--- config.mk ---
export PLATFORM = sky130hd
export DESIGN_NAME = http_status_line_parser
export DESIGN_NICKNAME = d
export VERILOG_FILES = /design/src/rtl/core/hslp_pkg.sv /design/src/rtl/core/hslp_step.sv /design/src/rtl/core/http_status_line_parser.sv
export SDC_FILE = /design/constraint.sdc
export NUM_CORES = 1
export LEC_CHECK = 0
export BUFFER_PORTS_ARGS = -buffer_cell sky130_fd_sc_hd__buf_4
export CORE_ASPECT_RATIO = 0.6
export CORE_MARGIN = 3
export CORE_UTILIZATION = 30
export CTS_CLUSTER_DIAMETER = 100
export CTS_CLUSTER_SIZE = 40
export DETAILED_ROUTE_END_ITERATION = 10
export PLACE_DENSITY = 0.53
export SYNTH_ARGS = -nofsm -noshare
export SYNTH_HDL_FRONTEND = slang
export SYNTH_HIERARCHICAL = 1
export SYNTH_SLANG_ARGS = --single-unit
--- constraint.sdc ---
create_clock -name clk_i -period 4.8 [get_ports clk_i]
set_clock_uncertainty 0.2 [all_clocks]
set_input_delay 0.24 -clock clk_i [delete_from_list [all_inputs] [get_ports clk_i]]
set_output_delay 0.24 -clock clk_i [all_outputs]
set_load 0.05 [all_outputs]
--- src/rtl/core/hslp_pkg.sv ---
// Shared types and constants for the HTTP status line parser.
package hslp_pkg;

  localparam int unsigned OffsetBitsDefault = 16;
  localparam int unsigned OutOffsetBits     = 16;
  localparam int unsigned StatusBits        = 10;

  localparam logic [7:0] ChH     = 8'h48;
  localparam logic [7:0] ChT     = 8'h54;
  localparam logic [7:0] ChP     = 8'h50;
  localparam logic [7:0] ChSlash = 8'h2F;
  localparam logic [7:0] ChDot   = 8'h2E;
  localparam logic [7:0] ChSpace = 8'h20;
  localparam logic [7:0] ChZero  = 8'h30;
  localparam logic [7:0] ChOne   = 8'h31;
  localparam logic [7:0] ChNine  = 8'h39;
  localparam logic [7:0] ChCr    = 8'h0D;
  localparam logic [7:0] ChLf    = 8'h0A;

  localparam logic [1:0] StatusDigits = 2'd3;

  typedef enum logic [3:0] {
    PhStart,
    PhH,
    PhHt,
    PhHtt,
    PhHttp,
    PhMajorFirst,
    PhMajor,
    PhMinorFirst,
    PhMinor,
    PhStatus,
    PhAfterStatus,
    PhText,
    PhAlmost
  } phase_e;

  typedef enum logic [1:0] {
    LsMore = 2'd0,
    LsDone = 2'd1,
    LsBad  = 2'd2
  } line_status_e;

  // Per-line parser context apart from the byte offsets.
  typedef struct packed {
    phase_e                  phase;
    logic [StatusBits-1:0]   status;
    logic [1:0]              count;
    logic                    end_valid;
  } ctx_t;

  // Result of one parsed byte, apart from the offsets.
  typedef struct packed {
    line_status_e            kind;
    logic [StatusBits-1:0]   code;
  } result_t;

endpackage

--- src/rtl/core/hslp_step.sv ---
// Combinational next-state and result logic for one byte of the status line.
module hslp_step #(
  parameter int unsigned OFFSET_BITS = hslp_pkg::OffsetBitsDefault
) (
  input  hslp_pkg::ctx_t           ctx_i,
  input  logic [OFFSET_BITS-1:0]   byte_off_i,
  input  logic [OFFSET_BITS-1:0]   first_off_i,
  input  logic [OFFSET_BITS-1:0]   end_off_i,
  input  logic [7:0]               data_i,
  output hslp_pkg::ctx_t           ctx_o,
  output logic [OFFSET_BITS-1:0]   byte_off_o,
  output logic [OFFSET_BITS-1:0]   first_off_o,
  output logic [OFFSET_BITS-1:0]   end_off_o,
  output hslp_pkg::result_t        result_o,
  output logic [OFFSET_BITS-1:0]   res_start_o,
  output logic [OFFSET_BITS-1:0]   res_end_o
);

  hslp_pkg::ctx_t           ctx_n;
  hslp_pkg::line_status_e   kind;
  logic [OFFSET_BITS-1:0]   first_n;
  logic [OFFSET_BITS-1:0]   end_n;
  logic                     is_digit;
  logic [13:0]              times_ten;

  assign is_digit  = (data_i inside {[hslp_pkg::ChZero:hslp_pkg::ChNine]});
  // status * 10 + digit; the low nibble of an ASCII digit is its value.
  assign times_ten = {1'b0, ctx_i.status, 3'b000} + {3'b000, ctx_i.status, 1'b0}
                   + {10'd0, data_i[3:0]};

  always_comb begin
    ctx_n   = ctx_i;
    first_n = first_off_i;
    end_n   = end_off_i;
    kind    = hslp_pkg::LsMore;
    case (ctx_i.phase)
      hslp_pkg::PhH: begin
        if (data_i == hslp_pkg::ChT) ctx_n.phase = hslp_pkg::PhHt;
        else kind = hslp_pkg::LsBad;
      end
      hslp_pkg::PhHt: begin
        if (data_i == hslp_pkg::ChT) ctx_n.phase = hslp_pkg::PhHtt;
        else kind = hslp_pkg::LsBad;
      end
      hslp_pkg::PhHtt: begin
        if (data_i == hslp_pkg::ChP) ctx_n.phase = hslp_pkg::PhHttp;
        else kind = hslp_pkg::LsBad;
      end
      hslp_pkg::PhHttp: begin
        if (data_i == hslp_pkg::ChSlash) ctx_n.phase = hslp_pkg::PhMajorFirst;
        else kind = hslp_pkg::LsBad;
      end
      hslp_pkg::PhMajorFirst: begin
        if (data_i inside {[hslp_pkg::ChOne:hslp_pkg::ChNine]}) begin
          ctx_n.phase = hslp_pkg::PhMajor;
        end else begin
          kind = hslp_pkg::LsBad;
        end
      end
      hslp_pkg::PhMajor: begin
        if (data_i == hslp_pkg::ChDot) ctx_n.phase = hslp_pkg::PhMinorFirst;
        else if (!is_digit) kind = hslp_pkg::LsBad;
      end
      hslp_pkg::PhMinorFirst: begin
        if (is_digit) ctx_n.phase = hslp_pkg::PhMinor;
        else kind = hslp_pkg::LsBad;
      end
      hslp_pkg::PhMinor: begin
        if (data_i == hslp_pkg::ChSpace) ctx_n.phase = hslp_pkg::PhStatus;
        else if (!is_digit) kind = hslp_pkg::LsBad;
      end
      hslp_pkg::PhStatus: begin
        if (data_i == hslp_pkg::ChSpace) begin
          ctx_n.phase = hslp_pkg::PhStatus;
        end else if (is_digit) begin
          if (ctx_i.count == 2'd0) first_n = byte_off_i;
          ctx_n.status = times_ten[hslp_pkg::StatusBits-1:0];
          ctx_n.count  = ctx_i.count + 2'd1;
          if (ctx_n.count == hslp_pkg::StatusDigits) ctx_n.phase = hslp_pkg::PhAfterStatus;
        end else begin
          kind = hslp_pkg::LsBad;
        end
      end
      hslp_pkg::PhAfterStatus: begin
        if (data_i == hslp_pkg::ChSpace || data_i == hslp_pkg::ChDot) begin
          ctx_n.phase = hslp_pkg::PhText;
        end else if (data_i == hslp_pkg::ChCr) begin
          ctx_n.phase     = hslp_pkg::PhAlmost;
          end_n           = byte_off_i;
          ctx_n.end_valid = 1'b1;
        end else if (data_i == hslp_pkg::ChLf) begin
          kind = hslp_pkg::LsDone;
        end else begin
          kind = hslp_pkg::LsBad;
        end
      end
      hslp_pkg::PhText: begin
        if (data_i == hslp_pkg::ChCr) begin
          ctx_n.phase     = hslp_pkg::PhAlmost;
          end_n           = byte_off_i;
          ctx_n.end_valid = 1'b1;
        end else if (data_i == hslp_pkg::ChLf) begin
          kind = hslp_pkg::LsDone;
        end
      end
      hslp_pkg::PhAlmost: begin
        if (data_i == hslp_pkg::ChLf) kind = hslp_pkg::LsDone;
        else kind = hslp_pkg::LsBad;
      end
      default: begin
        if (data_i == hslp_pkg::ChH) ctx_n.phase = hslp_pkg::PhH;
        else kind = hslp_pkg::LsBad;
      end
    endcase

    // A lone LF marks the line end when no CR came before it.
    if (kind == hslp_pkg::LsDone && !ctx_i.end_valid) begin
      end_n = byte_off_i;
    end
  end

  always_comb begin
    result_o.kind = kind;
    if (kind == hslp_pkg::LsBad) begin
      result_o.code = '0;
      res_start_o   = '0;
      res_end_o     = '0;
    end else begin
      result_o.code = ctx_n.status;
      res_start_o   = first_n;
      res_end_o     = end_n;
    end
  end

  always_comb begin
    if (kind != hslp_pkg::LsMore) begin
      ctx_o.phase     = hslp_pkg::PhStart;
      ctx_o.status    = '0;
      ctx_o.count     = '0;
      ctx_o.end_valid = 1'b0;
      byte_off_o      = '0;
      first_off_o     = '0;
      end_off_o       = '0;
    end else begin
      ctx_o       = ctx_n;
      first_off_o = first_n;
      end_off_o   = end_n;
      if (byte_off_i != {OFFSET_BITS{1'b1}}) byte_off_o = byte_off_i + 1'b1;
      else byte_off_o = byte_off_i;
    end
  end

endmodule

--- src/rtl/core/http_status_line_parser.sv ---
// Top level of the HTTP response status line parser.
//
// The block takes one word, a byte of an HTTP response status line, on the
// input channel (in_valid_i, in_stall_o, data_byte_i) and returns exactly one
// result word per byte on the output channel (out_valid_o, out_stall_i, and
// the four result fields). The result kind tells whether more bytes are
// needed, the line is complete, or the byte made the line malformed. After a
// complete or malformed result the parser starts over on a fresh line.
// A byte is taken into an input register when it is accepted, passes through
// the combinational parser step and is written into the result register once
// that register is free, so a stalled receiver holds it in the input register.
// One byte is accepted every cycle while the receiver does not stall; the
// single-byte parser step against the line context sets that rate.
// Reset clears the line context and both valid flags. When the receiver
// stalls, the result register holds its word; one more byte can still be
// accepted into the input register, after which in_stall_o rises until the
// result word is taken. Offsets count bytes from the start of the line,
// saturate at 2**OFFSET_BITS - 1 and are reported in their low 16 bits.
module http_status_line_parser #(
  parameter int unsigned OFFSET_BITS = hslp_pkg::OffsetBitsDefault
) (
  input  logic        clk_i,
  input  logic        rst_ni,
  input  logic        in_valid_i,
  output logic        in_stall_o,
  input  logic [7:0]  data_byte_i,
  output logic        out_valid_o,
  input  logic        out_stall_i,
  output logic [1:0]  line_status_o,
  output logic [9:0]  status_code_o,
  output logic [15:0] status_start_offset_o,
  output logic [15:0] status_end_offset_o
);

  // Input register stage.
  logic       in_valid_q, in_valid_d;
  logic [7:0] in_byte_q;

  // Line context, updated each time a byte moves into the result register.
  hslp_pkg::ctx_t         ctx_q, ctx_d;
  logic [OFFSET_BITS-1:0] byte_off_q, byte_off_d;
  logic [OFFSET_BITS-1:0] first_off_q, first_off_d;
  logic [OFFSET_BITS-1:0] end_off_q, end_off_d;

  // Result register.
  logic                                  out_valid_q, out_valid_d;
  hslp_pkg::result_t                     result_q;
  logic [hslp_pkg::OutOffsetBits-1:0]    start_q;
  logic [hslp_pkg::OutOffsetBits-1:0]    end_q;

  hslp_pkg::result_t      step_result;
  logic [OFFSET_BITS-1:0] step_start;
  logic [OFFSET_BITS-1:0] step_end;

  logic in_accept;
  logic advance;
  logic out_free;

  // The result register can take a new word when empty or being emptied.
  assign out_free   = !out_valid_q || !out_stall_i;
  assign advance    = in_valid_q && out_free;
  assign in_stall_o = in_valid_q && !out_free;
  assign in_accept  = in_valid_i && !in_stall_o;

  hslp_step #(
    .OFFSET_BITS(OFFSET_BITS)
  ) u_step (
    .ctx_i       (ctx_q),
    .byte_off_i  (byte_off_q),
    .first_off_i (first_off_q),
    .end_off_i   (end_off_q),
    .data_i      (in_byte_q),
    .ctx_o       (ctx_d),
    .byte_off_o  (byte_off_d),
    .first_off_o (first_off_d),
    .end_off_o   (end_off_d),
    .result_o    (step_result),
    .res_start_o (step_start),
    .res_end_o   (step_end)
  );

  always_comb begin
    if (in_accept) in_valid_d = 1'b1;
    else if (advance) in_valid_d = 1'b0;
    else in_valid_d = in_valid_q;
  end

  always_comb begin
    if (advance) out_valid_d = 1'b1;
    else if (!out_stall_i) out_valid_d = 1'b0;
    else out_valid_d = out_valid_q;
  end

  always_ff @(posedge clk_i or negedge rst_ni) begin
    if (!rst_ni) begin
      in_valid_q  <= 1'b0;
      out_valid_q <= 1'b0;
    end else begin
      in_valid_q  <= in_valid_d;
      out_valid_q <= out_valid_d;
    end
  end

  always_ff @(posedge clk_i or negedge rst_ni) begin
    if (!rst_ni) begin
      ctx_q.phase     <= hslp_pkg::PhStart;
      ctx_q.status    <= '0;
      ctx_q.count     <= '0;
      ctx_q.end_valid <= 1'b0;
      byte_off_q      <= '0;
      first_off_q     <= '0;
      end_off_q       <= '0;
    end else if (advance) begin
      ctx_q       <= ctx_d;
      byte_off_q  <= byte_off_d;
      first_off_q <= first_off_d;
      end_off_q   <= end_off_d;
    end
  end

  always_ff @(posedge clk_i) begin
    if (in_accept) begin
      in_byte_q <= data_byte_i;
    end
  end

  always_ff @(posedge clk_i) begin
    if (advance) begin
      result_q <= step_result;
      start_q  <= hslp_pkg::OutOffsetBits'(step_start);
      end_q    <= hslp_pkg::OutOffsetBits'(step_end);
    end
  end

  assign out_valid_o           = out_valid_q;
  assign line_status_o         = result_q.kind;
  assign status_code_o         = result_q.code;
  assign status_start_offset_o = start_q;
  assign status_end_offset_o   = end_q;

  // A finished or malformed line leaves the context cleared for the next one.
  a_clear_after_line: assert property (@(posedge clk_i) disable iff (!rst_ni)
    advance && step_result.kind != hslp_pkg::LsMore
      |=> ctx_q.phase == hslp_pkg::PhStart && byte_off_q == '0 && ctx_q.count == 2'd0)
    else $error("line context not cleared after end of line");

  // Waiting for the text after the status means all three digits were taken.
  a_digits_done: assert property (@(posedge clk_i) disable iff (!rst_ni)
    ctx_q.phase == hslp_pkg::PhAfterStatus |-> ctx_q.count == hslp_pkg::StatusDigits)
    else $error("status digits incomplete after status field");

  // A malformed result reports no code and no offsets.
  a_bad_is_empty: assert property (@(posedge clk_i) disable iff (!rst_ni)
    out_valid_q && result_q.kind == hslp_pkg::LsBad
      |-> result_q.code == '0 && start_q == '0 && end_q == '0)
    else $error("malformed result carries data");

  // The input stage only pushes back while it holds a byte it cannot pass on.
  a_stall_cause: assert property (@(posedge clk_i) disable iff (!rst_ni)
    in_stall_o |-> in_valid_q && out_valid_q && out_stall_i)
    else $error("input stalled without a blocked byte");

  // Three decimal digits never exceed 999.
  a_code_range: assert property (@(posedge clk_i) disable iff (!rst_ni)
    out_valid_q |-> result_q.code <= 10'd999)
    else $error("status code out of range");

endmodule
After elaboration in Yosys (flattened, before gate mapping)
Index checks and enable logic that the tools add are counted.
- bits in writable memories: 0
- bits in latches: 0
- bits in registers: 119
- memories: 0
- ROM bits: 0
- output and inout port bits: 46
- divide/modulo/power cells: 0
- multipliers: 0
- bitwise operators: 0
- multiplexer cells: 51
- eq/ne operators: 38
- reduce and logical (&&, ||, !) cells: 27
- order comparisons: 3
- add/sub/neg operators: 4
- shift operators: 0
- operator list (kind ; count):
    16-bit two-way mux ; 12
    4-bit two-way mux ; 13
    4-bit case mux with 12 select lines ; 1
    16-bit case mux with 2 select lines ; 1
    8-bit by 6-bit == test with 1-bit output, second input constant ; 3
    8-bit by 7-bit == test with 1-bit output, second input constant ; 3
    12-bit two-way mux ; 2
    2-bit two-way mux ; 12
    3-bit by 1-bit inequality test with 1-bit output, second input constant ; 8
    4-bit == test, second input constant ; 5
    2-bit case mux with 10 select lines ; 1
    17-bit two-way mux ; 1
    16-bit by 1-bit adder with 16-bit output, second input constant ; 1
    4-bit by 3-bit == test with 1-bit output, second input constant ; 4
    8-bit by 4-bit == test with 1-bit output, second input constant ; 2
    8-bit by 6-bit >= comparator with 1-bit output, second input constant ; 2
    16-bit inequality test, second input constant ; 1
    13-bit AND reduction ; 1
    13-bit nonzero test ; 1
    10-bit adder ; 1
    10-bit by 4-bit adder with 10-bit output ; 1
    2-bit nonzero test ; 5
    4-bit by 2-bit == test with 1-bit output, second input constant ; 2
    8-bit by 6-bit less-or-equal comparator with 1-bit output, second input constant ; 1
    other kinds (19) ; 39

Longest topological paths before layout
Gate-level depths: netlist (run 1).
- depth after elaboration: 9
- depth in mapped cells: 11
- gate-level depth less buffers: 11

By module
The synthesis (run 1) kept the hierarchy.
- modules (own cells, without submodules) (module ; times used ; area an instance (sq um) ; cells an instance):
    http_status_line_parser ; 1 ; 4274.1 ; 197
    hslp_step ; 1 ; 2653.8 ; 388

Least setup slack after synthesis (run 1)
Ideal clock, no wire load.
- kind: reg2reg
- from: register in_byte_q[3]
- to: register ctx_q[12] (netlist bit)
- required time: 4475 ps
- library setup time: 125 ps
- stages on the path, launching flop included: 10
- data arrival time: 2700 ps
- period minus slack after synthesis: 3024 ps
- setup slack: 1776 ps
- cells stage by stage: edfxtp_1 > fa_1 > ha_1 > a211oi_1 > o21bai_1 > a2111oi_0 > or4_1 > nand3_1 > nor2b_1 > mux2_2
- RTL lines (element ; line ; source):
    from (decl) ; http_status_line_parser.sv:37 ; logic [7:0] in_byte_q;
    from (signal assigned) ; http_status_line_parser.sv:123 ; in_byte_q <= data_byte_i;
    to (signal assigned) ; http_status_line_parser.sv:114 ; ctx_q <= ctx_d;
    to (decl) ; http_status_line_parser.sv:40 ; hslp_pkg::ctx_t ctx_q, ctx_d;

==> flow_summary.rst, run 1 <==
.. list-table::
   :header-rows: 1

   * - Metric
     - Value
   * - Worst setup timing slack at the placement stage
     - 1099 ps
   * - CP Launch Type
     - flop
   * - Setup Viol. Count Final
     - 0
   * - Sequential cell fraction of total power
     - 0.428
   * - Row count
     - 42
   * - RSZ-0062 raised after global routing
     - false
   * - Wirelength, routed
     - 16740 um
   * - Cts repair resizes
     - 0
   * - Ys flop type
     - dfrtp_1
   * - Global router's overall resource usage
     - 0.1414
   * - Number of levels in the clock H-tree
     - 4
   * - Die footprint
     - 25010 um2
   * - Transition time at the pin with the least slew margin
     - 1021 ps
   * - Die Y
     - 123.7 um
   * - Routability Congestion
     - 0.8442
   * - Leakage
     - 0.003439 uW
   * - Number of antenna-violating nets in the routed design
     - 0
   * - Result of the run
     - completed
   * - Vias after detailed routing
     - 4711
   * - Setup TNS
     - 0 ps
   * - Smallest setup slack after layout
     - 1096 ps
   * - Total global routing overflow
     - 0
   * - Router iterations before antenna repair
     - 5
   * - First-pass GRT wire length
     - 27220 um
   * - Critical path data required time
     - 4760 ps
   * - Number of nets produced by synthesis
     - 616
   * - Maximum fanout encountered on the critical timing path
     - 27
   * - # Post-CTS Setup Buffers
     - 0
   * - FMAX
     - 0.2700 GHz
   * - TritonCTS clock tree
     - built
   * - Count of endpoints failing hold in the final timing report
     - 0
   * - Largest cells by area after synthesis
     - dfrtp_1 (24%), edfxtp_1 (23%), mux2_4 (8.5%)
   * - Synth cell types
     - 71
   * - Number of nets in the layout
     - 682
   * - Number of DRC markers in iteration 0
     - 274
   * - Metal2 WL
     - 6146 um
   * - Initial antenna violation count
     - 0
   * - Crit path arrival time
     - 3670 ps
   * - Pin count of the biggest net entering global routing
     - 68
   * - Length of routed met3 wiring
     - 782 um
   * - Most common cell after layout, fill and taps aside
     - nor2_1
   * - Maximum capacitance violations
     - 0
   * - Synth top area share
     - 0.2420
   * - TritonCTS buffer count
     - 17
   * - Cell count after synthesis
     - 585
   * - Effective utilization at floorplan
     - 0.3095
   * - Number of synthesized flops with an enable pin
     - 52
   * - HPWL after DPL
     - 11420 um
   * - Residual DRC count
     - 0
   * - Worst-case clock buffer depth
     - 2
   * - Ports
     - 58
   * - Worst slew margin relative to its limit
     - 0.3173
   * - Die width
     - 202.2 um
   * - Library cell with the largest summed area after synthesis
     - dfrtp_1
   * - Sinks on Clock Net
     - 119
   * - Crit end category
     - flop
   * - Largest voltage drop on the vdd net
     - 0.2168 mV
   * - Average routed wire per standard cell
     - 17.22 um
   * - Fraction of registers with async set or reset after synthesis
     - 0.5630
   * - Inst Count DP
     - 928
   * - Power per unit of standard cell area
     - 315.2 nW/um2
   * - Worst Hold Slack
     - 284.5 ps
   * - Number of global-route vias before repair
     - 4733
   * - Wire length on met1
     - 9672 um
   * - Clock-pin transition on the worst setup and hold timing paths
     - 60 ps
   * - # port buffers
     - 57
   * - Post-synthesis cell area
     - 6928 um2
   * - Yosys reg bits
     - 119
   * - Placeable core region
     - 22390 um2
   * - Mean cell area of the mapped netlist
     - 11.84 um2
   * - Portion of total power attributed to combinational logic
     - 0.087
   * - Top layer used by detailed routing
     - met4
   * - Core Util, Final
     - 0.3680
   * - Commonest non-fill, non-tap cells in the layout
     - nor2_1 (102), dfrtp_1 (67), buf_4 (64)
   * - Number of vias per cell
     - 4.847
   * - Count of warnings emitted by yosys
     - 6
   * - Minimum period implied by the final worst setup slack
     - 3704 ps
   * - Fraction of layout instances using a drive strength above 1
     - 0.2877
   * - Growth of design area from synthesis to finish
     - 18.93%
   * - Number of standard cells in the layout, taps in and fillers out
     - 972
   * - Tightest Hold Check Type
     - in -> async
   * - Number of max-slew violations in the final report
     - 0
   * - Share of the cycle needed by the critical path after routing
     - 0.7716
   * - Critical path start-end classification
     - reg -> reg
   * - Clock Latency Late Sink
     - 420 ps
   * - Sequential cell area fraction in the yosys report
     - 0.4674
   * - Antenna diode count
     - 0
   * - P_sw
     - 667.4 uW
   * - Int Power
     - 1930 uW
   * - Switching part of the total
     - 0.2570
   * - Clock root buffer master
     - clkbuf_16
   * - Portion of total power attributed to the clock network
     - 0.485
## power by group through the flow
stage	Sequential [uW]	Combinational (uW)	Clock [uW]
floorplan	1200	87.3	0
global placement	1130	220	0
detailed placement	1130	222	0
CTS	1110	230	1300
global route	1120	240	1350
finish	1110	225	1260
## area by class of cell
class,count,area [um2]
clock buffer,17,425.4
fill,2237,14150
tap,308,385.4
multi-input combinational,418,3333
inverter,17,63.81
sequential,119,3238
clock inverter,15,152.6
timing repair buffer,78,640.6
## layer usage
metal	vias to the layer above	GRT usage
met3	12	0.03787
li1	2262	-
met1	2340	0.2246
met2	97	0.1834
met5	-	0
met4	0	0.03891
## worst paths after layout
kind | start | to | slack (ps) | cells after the start
max in group asynchronous | rst_ni | ctx_q[8] | 3470 | 2
min in group clk_i | in_valid_q | out_valid_o | 300 | 1
worst min-delay path | rst_ni | in_valid_q | 280 | 2
worst max-delay path | in_byte_q[0] | status_start_offset_o[4] | 1100 | 7
worst max register to register | in_byte_q[0] | status_start_offset_o[4] | 1100 | 7
worst min register to register | in_valid_q | out_valid_o | 300 | 1
## cells in the mapped netlist, drive strengths merged, types with 2 or more instances
master   number
dfrtp        67
nor2        112
xor2          2
nor3         10
o21ai        17
or4           4
a2111oi       3
o2111ai       2
inv          17
a21o          2
a31oi         3
nor4b         4
clkbuf        8
ha           17
buf          23
mux2i        38
nand2b        5
o211ai        4
or3           7
and2          3
nand3        11
nor2b         6
and4          4
and4b         3
a31o          2
a211oi        5
a311oi        4
o21a          3
or4b          3
fa            2
o31ai         2
xnor2        12
edfxtp       52
a21oi        17
nand2        23
mux2         65
nand4         5
## repair_timing
| item | CTS | global route |
|---|---|---|
| hold buffers | 12 | 0 |
| endpoints found under the hold margin | 77 | 0 |
| setup endpoints to repair | 0 | 0 |
## cells by family (layout without fill, tap and decap cells)
family,Yosys count,after routing,synth area share
multiplexers,103,103,0.1817
AND/OR/NAND/NOR,207,207,0.1586
AO/OA/AOI/OAI,75,75,0.08561
flip-flops,119,119,0.4674
adder cells (fa/ha/maj),19,19,0.03648
XOR/XNOR,14,14,0.01770
buffers and inverters,48,127,0.05256
## flip-flops by register name (all words and copies together) (netlist names), 8 cells and up
name	flops
ctx_q	17
byte_off_q	16
end_off_q	16
first_off_q	16
status_end_offset_o	16
status_start_offset_o	16
status_code_o	10
in_byte_q	8
## worst max-delay path: stages, from the launching register on
cell and delay, ps:
edfxtp_1 570, or4_4 620, or3_1 320, a21oi_1 300, a2111oi_4 110, a41oi_4 880, buf_4 350, nor2_1 80
## through the flow
stage	area (um2)	power (uW)
after floorplan	6928	1291
after global placement	7541	1351
after detailed placement	7541	1353
after CTS	8239	2639
after global routing	8239	2704
final	8239	2597
(Power assumes the default switching activity.)
==> run 2: changes to the inputs <==
--- a/config.mk
+++ b/config.mk
@@ -5,6 +5,7 @@
 export SDC_FILE = /design/constraint.sdc
 export NUM_CORES = 1
 export LEC_CHECK = 0
+export ABC_AREA = 1
 export BUFFER_PORTS_ARGS = -buffer_cell sky130_fd_sc_hd__buf_4
 export CORE_ASPECT_RATIO = 0.6
 export CORE_MARGIN = 3
==> constraint.sdc (replaced) <==
create_clock -name clk_i -period 3.5 [get_ports clk_i]
set_clock_uncertainty 0.2 [all_clocks]
set_input_delay 0.175 -clock clk_i [delete_from_list [all_inputs] [get_ports clk_i]]
set_output_delay 0.175 -clock clk_i [all_outputs]
set_load 0.05 [all_outputs]
==> run 2 against run 1 <==
Sequential share of layout area fell by 0.73 points. Synthesized cell count rose by 55%. Maximum frequency rose by 24%. Wire length rose by 11%. Non-clock buffer count rose by 2. Largest power group unchanged. Largest cell class is now registers. Worst hold slack got worse by 45 ps. Combinational power rose to 3.0 times the previous value. Highest routed layer unchanged.
==> flow_summary.rst, run 2 <==
.. list-table::
   :header-rows: 1

   * - Metric
     - Value
   * - Result of the run
     - completed (unchanged)
   * - Critical path start-end classification
     - reg -> reg (unchanged)
   * - Crit path arrival time
     - 3140 ps (was 3670 ps)
   * - Crit end category
     - flop (unchanged)
   * - RSZ-0062 raised after global routing
     - false (unchanged)
   * - Die footprint
     - 25030 um2 (was 25010 um2)
   * - Largest cells by area after synthesis
     - dfrtp_1 (24%), edfxtp_1 (23%), nand2_1 (14%) (was dfrtp_1 (24%), edfxtp_1 (23%), mux2_4 (8.5%))
   * - Sinks on Clock Net
     - 119 (unchanged)
   * - Worst slew margin relative to its limit
     - 0.3462 (was 0.3173)
   * - Largest voltage drop on the vdd net
     - 0.3430 mV (was 0.2168 mV)
   * - Die Y
     - 123.8 um (was 123.7 um)
   * - Cell count after synthesis
     - 906 (was 585)
   * - Beginning of the critical path
     - in_byte_q[3] (was in_byte_q[0])
   * - Multiplexer area fraction after synthesis
     - 0.004331 (was 0.1817)
   * - Number of DRC markers in iteration 0
     - 613 (was 274)
   * - Worst Hold Slack
     - 239.3 ps (was 284.5 ps)
   * - Number of global-route vias before repair
     - 5718 (was 4733)
   * - FMAX
     - 0.3356 GHz (was 0.2700 GHz)
   * - # port buffers
     - 57 (unchanged)
   * - Clock Latency Late Sink
     - 430 ps (was 420 ps)
   * - Yosys reg bits
     - 119 (unchanged)
   * - Post-synthesis cell area
     - 6934 um2 (was 6928 um2)
   * - Worst-case clock buffer depth
     - 2 (unchanged)
   * - Transition time at the pin with the least slew margin
     - 980.6 ps (was 1021 ps)
   * - Setup Viol. Count Final
     - 0 (unchanged)
   * - Most common cell after layout, fill and taps aside
     - nand2_1 (was nor2_1)
   * - TritonCTS buffer count
     - 17 (unchanged)
   * - Post-route cell area
     - 8398 um2 (was 8239 um2)
   * - Residual DRC count
     - 0 (unchanged)
   * - Total buffers and inverters traversed by the critical path
     - 2 (was 1)
   * - Count of endpoints failing hold in the final timing report
     - 0 (unchanged)
   * - Crit path largest cell delay
     - 500 ps (was 880 ps)
   * - Count of warnings emitted by yosys
     - 6 (unchanged)
   * - Ys flop type
     - dfrtp_1 (unchanged)
   * - Fraction of registers with async set or reset after synthesis
     - 0.5630 (unchanged)
   * - Length of routed met3 wiring
     - 1237 um (was 782 um)
   * - Wirelength, routed
     - 18540 um (was 16740 um)
   * - Number of max-slew violations in the final report
     - 0 (unchanged)
   * - Synth Area in Simple Gates
     - 0.3365 (was 0.1586)
   * - CP Launch Type
     - flop (unchanged)
   * - Most frequent cells after synthesis
     - nand2_1 (253), nor2_1 (151), nand3_1 (95) (was nor2_1 (102), dfrtp_1 (67), edfxtp_1 (52))
   * - Cell with the largest stage delay on the worst path
     - edfxtp_1 (was a41oi_4)
   * - Gate family responsible for the most delay along the worst path
     - simple AND/OR/NAND/NOR gates (was compound AO/OA/AOI/OAI gates)
   * - Share of synthesized cell area in full adder, half adder and majority cells
     - 0.03645 (was 0.03648)
   * - First-pass GRT wire length
     - 30540 um (was 27220 um)
   * - Routability Congestion
     - 0.8960 (was 0.8442)
   * - Number of nets produced by synthesis
     - 937 (was 616)
   * - Sequential cell area fraction in the yosys report
     - 0.4670 (was 0.4674)
   * - Most frequent cell after synthesis
     - nand2_1 (was nor2_1)
   * - Vias after detailed routing
     - 6066 (was 4711)
   * - Mean cell area of the mapped netlist
     - 7.654 um2 (was 11.84 um2)
   * - TritonCTS clock tree
     - built (unchanged)
   * - Final total power
     - 4247 uW (was 2597 uW)
   * - Number of vias per cell
     - 4.732 (was 4.847)
   * - Average routed wire per standard cell
     - 14.46 um (was 17.22 um)
   * - Initial antenna violation count
     - 0 (unchanged)
   * - Die width
     - 202.3 um (was 202.2 um)
   * - Leakage
     - 0.003728 uW (was 0.003439 uW)
   * - Maximum capacitance violations
     - 0 (unchanged)
   * - Library cell with the largest summed area after synthesis
     - dfrtp_1 (unchanged)
   * - Number of antenna-violating nets in the routed design
     - 0 (unchanged)
   * - Row count
     - 42 (unchanged)
   * - Top cell by count, worst path
     - nand2_1
   * - Ports
     - 58 (unchanged)
   * - Worst-path cell chain
     - inv_1, nand2_1, nor2_1, nand2_2, nand2_1, nand3_1, nand2_1, nand3_1, nor2_2, nand3_2, buf_12, nor2_1, nand3_1, nand2_1 (was or4_4, or3_1, a21oi_1, a2111oi_4, a41oi_4, buf_4, nor2_1)
   * - Placeable core region
     - 22390 um2 (unchanged)
   * - Fraction of layout instances using a drive strength above 1
     - 0.1396 (was 0.2877)
   * - Number of nets in the layout
     - 992 (was 682)
   * - Number of levels in the clock H-tree
     - 4 (unchanged)
   * - HPWL after DPL
     - 11970 um (was 11420 um)
   * - Complex-gate fraction of the synthesized area
     - 0.06315 (was 0.08561)
   * - Placed cell areas
     - 7602 um2 (was 7541 um2)
   * - Largest register by flop count
     - ctx_q (unchanged)
   * - Origin of the critical flop-to-flop path
     - in_byte_q[3] (was in_byte_q[0])
   * - Power per unit of standard cell area
     - 505.7 nW/um2 (was 315.2 nW/um2)
   * - Router iterations before antenna repair
     - 5 (unchanged)
   * - Setup TNS
     - 0 ps (unchanged)
   * - Metal2 WL
     - 7194 um (was 6146 um)
   * - Maximum fanout encountered on the critical timing path
     - 26 (was 27)
   * - Total global routing overflow
     - 0 (unchanged)
   * - Pin count of the biggest net entering global routing
     - 68 (unchanged)
   * - Number of synthesized flops with an enable pin
     - 52 (unchanged)
   * - Synth top area share
     - 0.2418 (was 0.2420)
   * - Clock root buffer master
     - clkbuf_16 (unchanged)
   * - Critical path data required time
     - 3660 ps (was 4760 ps)
   * - Xor-xnor portion of the synthesized cell area
     - 0.01768 (was 0.01770)
   * - Max FFs per register
     - 17 (unchanged)
   * - Combinational family with the most area after synthesis
     - simple AND/OR/NAND/NOR gates (was multiplexers)
   * - Wire length on met1
     - 9957 um (was 9672 um)
   * - Cts repair resizes
     - 0 (unchanged)
   * - Top layer used by detailed routing
     - met4 (unchanged)
   * - Commonest non-fill, non-tap cells in the layout
     - nand2_1 (252), nor2_1 (151), nand3_1 (95) (was nor2_1 (102), dfrtp_1 (67), buf_4 (64))
   * - Core Util, Final
     - 0.3751 (was 0.3680)
   * - Minimum period implied by the final worst setup slack
     - 2980 ps (was 3704 ps)
   * - Share of the cycle needed by the critical path after routing
     - 0.8513 (was 0.7716)
   * - Antenna diode count
     - 0 (unchanged)
   * - Tightest Hold Check Type
     - in -> async (unchanged)
   * - Growth of design area from synthesis to finish
     - 21.11% (was 18.93%)
   * - Effective utilization at floorplan
     - 0.3097 (was 0.3095)
   * - Synth cell types
     - 33 (was 71)
   * - Clock-pin transition on the worst setup and hold timing paths
     - 60 ps (about the same)
   * - Global router's overall resource usage
     - 0.1537 (was 0.1414)
==> run 2: cell types whose count changed after synthesis, moves of 35 or more <==
cell	change
mux2_4	-39
inv_1	+49
mux2i_1	-35
nor2_1	+49
nand2_1	+231
nand3_1	+84
==> run 2: cell families after synthesis <==
kind of cell               Yosys count
AOI/OAI and AO/OA                   84
xor gates and xnor gates            14
adders and majority gates           19
buffers and inverters              114
DFF                                119
muxes                                3
and+or+nand+nor                    553
==> run 2: worst reg2reg max path: cells and delay by family, from the launching register on <==
family	cells	cell delay, ps
AND/OR/NAND/NOR	12	1710
buffers and inverters	2	500
flip-flops	1	500
==> run 2: timing repair <==
item	in CTS	in global routing
hold buffers	12	0
setup endpoints to repair	0	0
setup buffers	0	0
endpoints found under the hold margin	78	0
==> run 2: worst paths after layout <==
kind,slack (ps),cells after the start,to
worst min-delay path,240,2,out_valid_o
min in group clk_i,260,2,in_byte_q[5]
max in group asynchronous,2200,2,in_valid_q
worst min register to register,270,2,ctx_q[12]
worst max-delay path,520,14,first_off_q[5]
worst max register to register,520,14,first_off_q[5]
==> run 2: routing by layer <==
layer  track usage  vias up
li1              -     3048
met1        0.2415     2836
met2        0.2101      170
met3       0.03395       12
met4       0.03848        0
met5             0        -
==> run 2: through the flow <==
stage / cells / setup WS [ps]
after floorplan: 906 / 895.3
after global placement: 1238 / 644.5
after detailed placement: 1238 / 546.1
after CTS: 1282 / 521.4
after global routing: 1282 / 186.9
final: 1282 / 520.5
==> run 2: final cells by class <==
| type | instances | area, um2 |
|---|---|---|
| fill | 2340 | 13990 |
| sequential | 119 | 3239 |
| multi-input combinational | 673 | 3179 |
| timing repair buffer | 80 | 655.6 |
| clock buffer | 17 | 425.4 |
| tap | 308 | 385.4 |
| inverter | 70 | 262.8 |
| clock inverter | 15 | 250.2 |
==> run 2: where the power goes <==
part           internal (uW)  switching (uW)  leakage, uW
logic                    164             508      0.00196
clock network           1340             685     0.000328
registers               1520            32.5      0.00144
total                   3020            1230      0.00373
==> run 3: changes to the inputs <==
--- a/config.mk
+++ b/config.mk
@@ -5,7 +5,6 @@
 export SDC_FILE = /design/constraint.sdc
 export NUM_CORES = 1
 export LEC_CHECK = 0
-export ABC_AREA = 1
 export BUFFER_PORTS_ARGS = -buffer_cell sky130_fd_sc_hd__buf_4
 export CORE_ASPECT_RATIO = 0.6
 export CORE_MARGIN = 3
==> run 3 against run 2 <==
Utilization increased by 0.17 points. Critical endpoint is now ctx_q[15]. Cell count decreased by 23%. Largest cell class is now multi-input gates. Flip-flop and latch count unchanged. Register-to-register slack got worse by 240 ps. Global-route usage decreased by 1.0 points. Highest routed layer unchanged. Final area increased by 0.46%. First-iteration DRC count decreased by 62%.
==> flow_summary.rst, run 3 (synthesis results as in run 1) <==
.. list-table::
   :header-rows: 1

   * - Metric
     - Value
   * - Result of the run
     - completed (unchanged)
   * - Die width
     - 202.2 um (was 202.3 um)
   * - Transition time at the pin with the least slew margin
     - 892.0 ps (was 980.6 ps)
   * - Commonest non-fill, non-tap cells in the layout
     - nor2_1 (102), buf_4 (81), dfrtp_1 (67) (was nand2_1 (252), nor2_1 (151), nand3_1 (95))
   * - Smallest setup slack after layout
     - 276.7 ps (was 520.5 ps)
   * - Fraction of layout instances using a drive strength above 1
     - 0.3099 (was 0.1396)
   * - Cell with the largest stage delay on the worst path
     - edfxtp_1 (unchanged)
   * - Largest register by flop count
     - ctx_q (unchanged)
   * - Initial antenna violation count
     - 0 (unchanged)
   * - Clock root buffer master
     - clkbuf_16 (unchanged)
   * - Sinks on Clock Net
     - 119 (unchanged)
   * - Row count
     - 42 (unchanged)
   * - Power per unit of standard cell area
     - 426.1 nW/um2 (was 505.7 nW/um2)
   * - Average routed wire per standard cell
     - 17.08 um (was 14.46 um)
   * - Clock-pin transition on the worst setup and hold timing paths
     - 60 ps (about the same)
   * - Global router's overall resource usage
     - 0.1434 (was 0.1537)
   * - # port buffers
     - 57 (unchanged)
   * - Router iterations before antenna repair
     - 4 (was 5)
   * - Tightest Hold Check Type
     - in -> async (unchanged)
   * - # Post-CTS Setup Buffers
     - 0 (unchanged)
   * - Portion of total power attributed to combinational logic
     - 0.090 (was 0.158)
   * - Worst setup timing slack at the placement stage
     - 258.7 ps (was 546.1 ps)
   * - TritonCTS buffer count
     - 17 (unchanged)
   * - Maximum fanout encountered on the critical timing path
     - 33 (was 26)
   * - Depth of the worst register-to-register path
     - 8 (was 14)
   * - Worst slew margin relative to its limit
     - 0.4053 (was 0.3462)
   * - Critical path start-end classification
     - reg -> reg (unchanged)
   * - FMAX
     - 0.3102 GHz (was 0.3356 GHz)
   * - Maximum capacitance violations
     - 0 (unchanged)
   * - Most common cell after layout, fill and taps aside
     - nor2_1 (was nand2_1)
   * - Die Y
     - 123.7 um (was 123.8 um)
   * - Crit path arrival time
     - 3340 ps (was 3140 ps)
   * - Portion of total power attributed to the clock network
     - 0.487 (was 0.477)
   * - Number of vias per cell
     - 4.785 (was 4.732)
   * - Die footprint
     - 25010 um2 (was 25030 um2)
   * - CP Launch Type
     - flop (unchanged)
   * - Register-to-register path setup slack
     - 280 ps (was 520 ps)
   * - Sequential cell fraction of total power
     - 0.424 (was 0.365)
   * - TritonCTS clock tree
     - built (unchanged)
   * - Minimum period implied by the final worst setup slack
     - 3223 ps (was 2980 ps)
   * - Vias after detailed routing
     - 4747 (was 6066)
   * - Total global routing overflow
     - 0 (unchanged)
   * - Leakage
     - 0.003542 uW (was 0.003728 uW)
   * - Wirelength, routed
     - 16940 um (was 18540 um)
   * - Share of the cycle needed by the critical path after routing
     - 0.9209 (was 0.8513)
   * - Number of DRC markers in iteration 0
     - 235 (was 613)
   * - Fillers
     - 2211 (was 2340)
   * - Worst-path cell chain
     - nor4b_1, nand4_1, a221oi_1, and4b_1, a21oi_4, buf_12, a31oi_1, mux2_2 (was inv_1, nand2_1, nor2_1, nand2_2, nand2_1, nand3_1, nand2_1, nand3_1, nor2_2, nand3_2, buf_12, nor2_1, nand3_1, nand2_1)
   * - Number of nets in the layout
     - 702 (was 992)
   * - P_sw
     - 936.9 uW (was 1226 uW)
   * - Origin of the critical flop-to-flop path
     - in_byte_q[0] (was in_byte_q[3])
   * - Number of global-route vias before repair
     - 4737 (was 5718)
   * - Number of antenna-violating nets in the routed design
     - 0 (unchanged)
   * - Count of endpoints failing hold in the final timing report
     - 0 (unchanged)
   * - Int Power
     - 2658 uW (was 3021 uW)
   * - Residual DRC count
     - 0 (unchanged)
   * - Number of levels in the clock H-tree
     - 4 (unchanged)
   * - Effective utilization at floorplan
     - 0.3095 (was 0.3097)
   * - Setup Viol. Count Final
     - 0 (unchanged)
   * - Crit path largest cell delay
     - 570 ps (was 500 ps)
   * - HPWL after DPL
     - 11800 um (was 11970 um)
   * - Growth of design area from synthesis to finish
     - 21.78% (was 21.11%)
   * - Setup TNS
     - 0 ps (unchanged)
   * - Crit end category
     - flop (unchanged)
   * - Clock Latency Late Sink
     - 430 ps (about the same)
   * - Pin count of the biggest net entering global routing
     - 68 (unchanged)
   * - Number of max-slew violations in the final report
     - 0 (unchanged)
   * - Placeable core region
     - 22390 um2 (unchanged)
   * - Number of standard cells in the layout, taps in and fillers out
     - 992 (was 1282)
   * - Routability Congestion
     - 0.8025 (was 0.8960)
   * - Antenna diode count
     - 0 (unchanged)
   * - Final total power
     - 3595 uW (was 4247 uW)
   * - Beginning of the critical path
     - in_byte_q[0] (was in_byte_q[3])
   * - Critical R2R Capture
     - ctx_q[15] (was first_off_q[5])
   * - Max FFs per register
     - 17 (unchanged)
   * - Largest voltage drop on the vdd net
     - 0.3340 mV (was 0.3430 mV)
   * - First-pass GRT wire length
     - 27520 um (was 30540 um)
   * - Inst Count DP
     - 948 (was 1238)
   * - RSZ-0062 raised after global routing
     - false (unchanged)
   * - Critical path data required time
     - 3620 ps (was 3660 ps)
   * - Worst-case clock buffer depth
     - 2 (unchanged)
   * - Post-route cell area
     - 8437 um2 (was 8398 um2)
   * - Switching part of the total
     - 0.2606 (was 0.2886)
   * - Placed cell areas
     - 7729 um2 (was 7602 um2)
   * - Ports
     - 58 (unchanged)
## run 3: power groups by stage
stage | registers, uW | logic [uW] | clock network, uW
after floorplan | 1650 | 120 | 0
after global placement | 1550 | 313 | 0
final | 1520 | 322 | 1750
after global routing | 1530 | 341 | 1870
after CTS | 1520 | 328 | 1790
after detailed placement | 1550 | 317 | 0
## run 3: cell type report
type                       instances  area [um2]  area share
clock buffer                      18       429.2     0.05087
timing repair buffer              98       828.3     0.09818
multi-input combinational        418        3339      0.3958
tap                              308       385.4     0.04568
inverter                          17       63.81    0.007563
clock inverter                    14       152.6     0.01809
sequential                       119        3238      0.3838
## run 3: timing repair
action / 4_1_cts / 5_1_grt
hold endpoints to repair: 77 / 0
endpoints found under the setup margin: 0 / 1
hold buffers: 12 / 0
gates resized for setup: 0 / 2
## run 3: stage by stage
step	hold WS, ps	utilization
after CTS	239.5	0.3766
after detailed placement	154.5	0.3452
final	200.7	0.3769
after global placement	152.0	0.3452
after floorplan	-320.6	-
after global routing	251.5	0.3769
## run 3: worst max path at each step
stage,endpoint,cells after the start
2_1_floorplan,ctx_q[12],9
3_3_place_gp,ctx_q[15],8
3_5_place_dp,ctx_q[15],8
4_1_cts,ctx_q[12],9
5_1_grt,byte_off_q[14],9
6_report,ctx_q[15],8
## run 3: per-layer routing
layer | up-vias | routed length (um) | GRT usage
met3 | 13 | 865 | 0.04623
met1 | 2326 | 9675 | 0.2278
li1 | 2302 | - | -
met4 | 0 | 137 | 0.04323
met5 | - | 0 | 0
met2 | 106 | 6264 | 0.1773
## run 3: worst max-delay path: cells and delay by family, from the launching register on
family / cells / cell delay (ps)
and+or+nand+nor: 3 / 1000
AOI/OAI and AO/OA: 3 / 770
DFF: 1 / 570
muxes: 1 / 280
buffers and inverters: 1 / 270
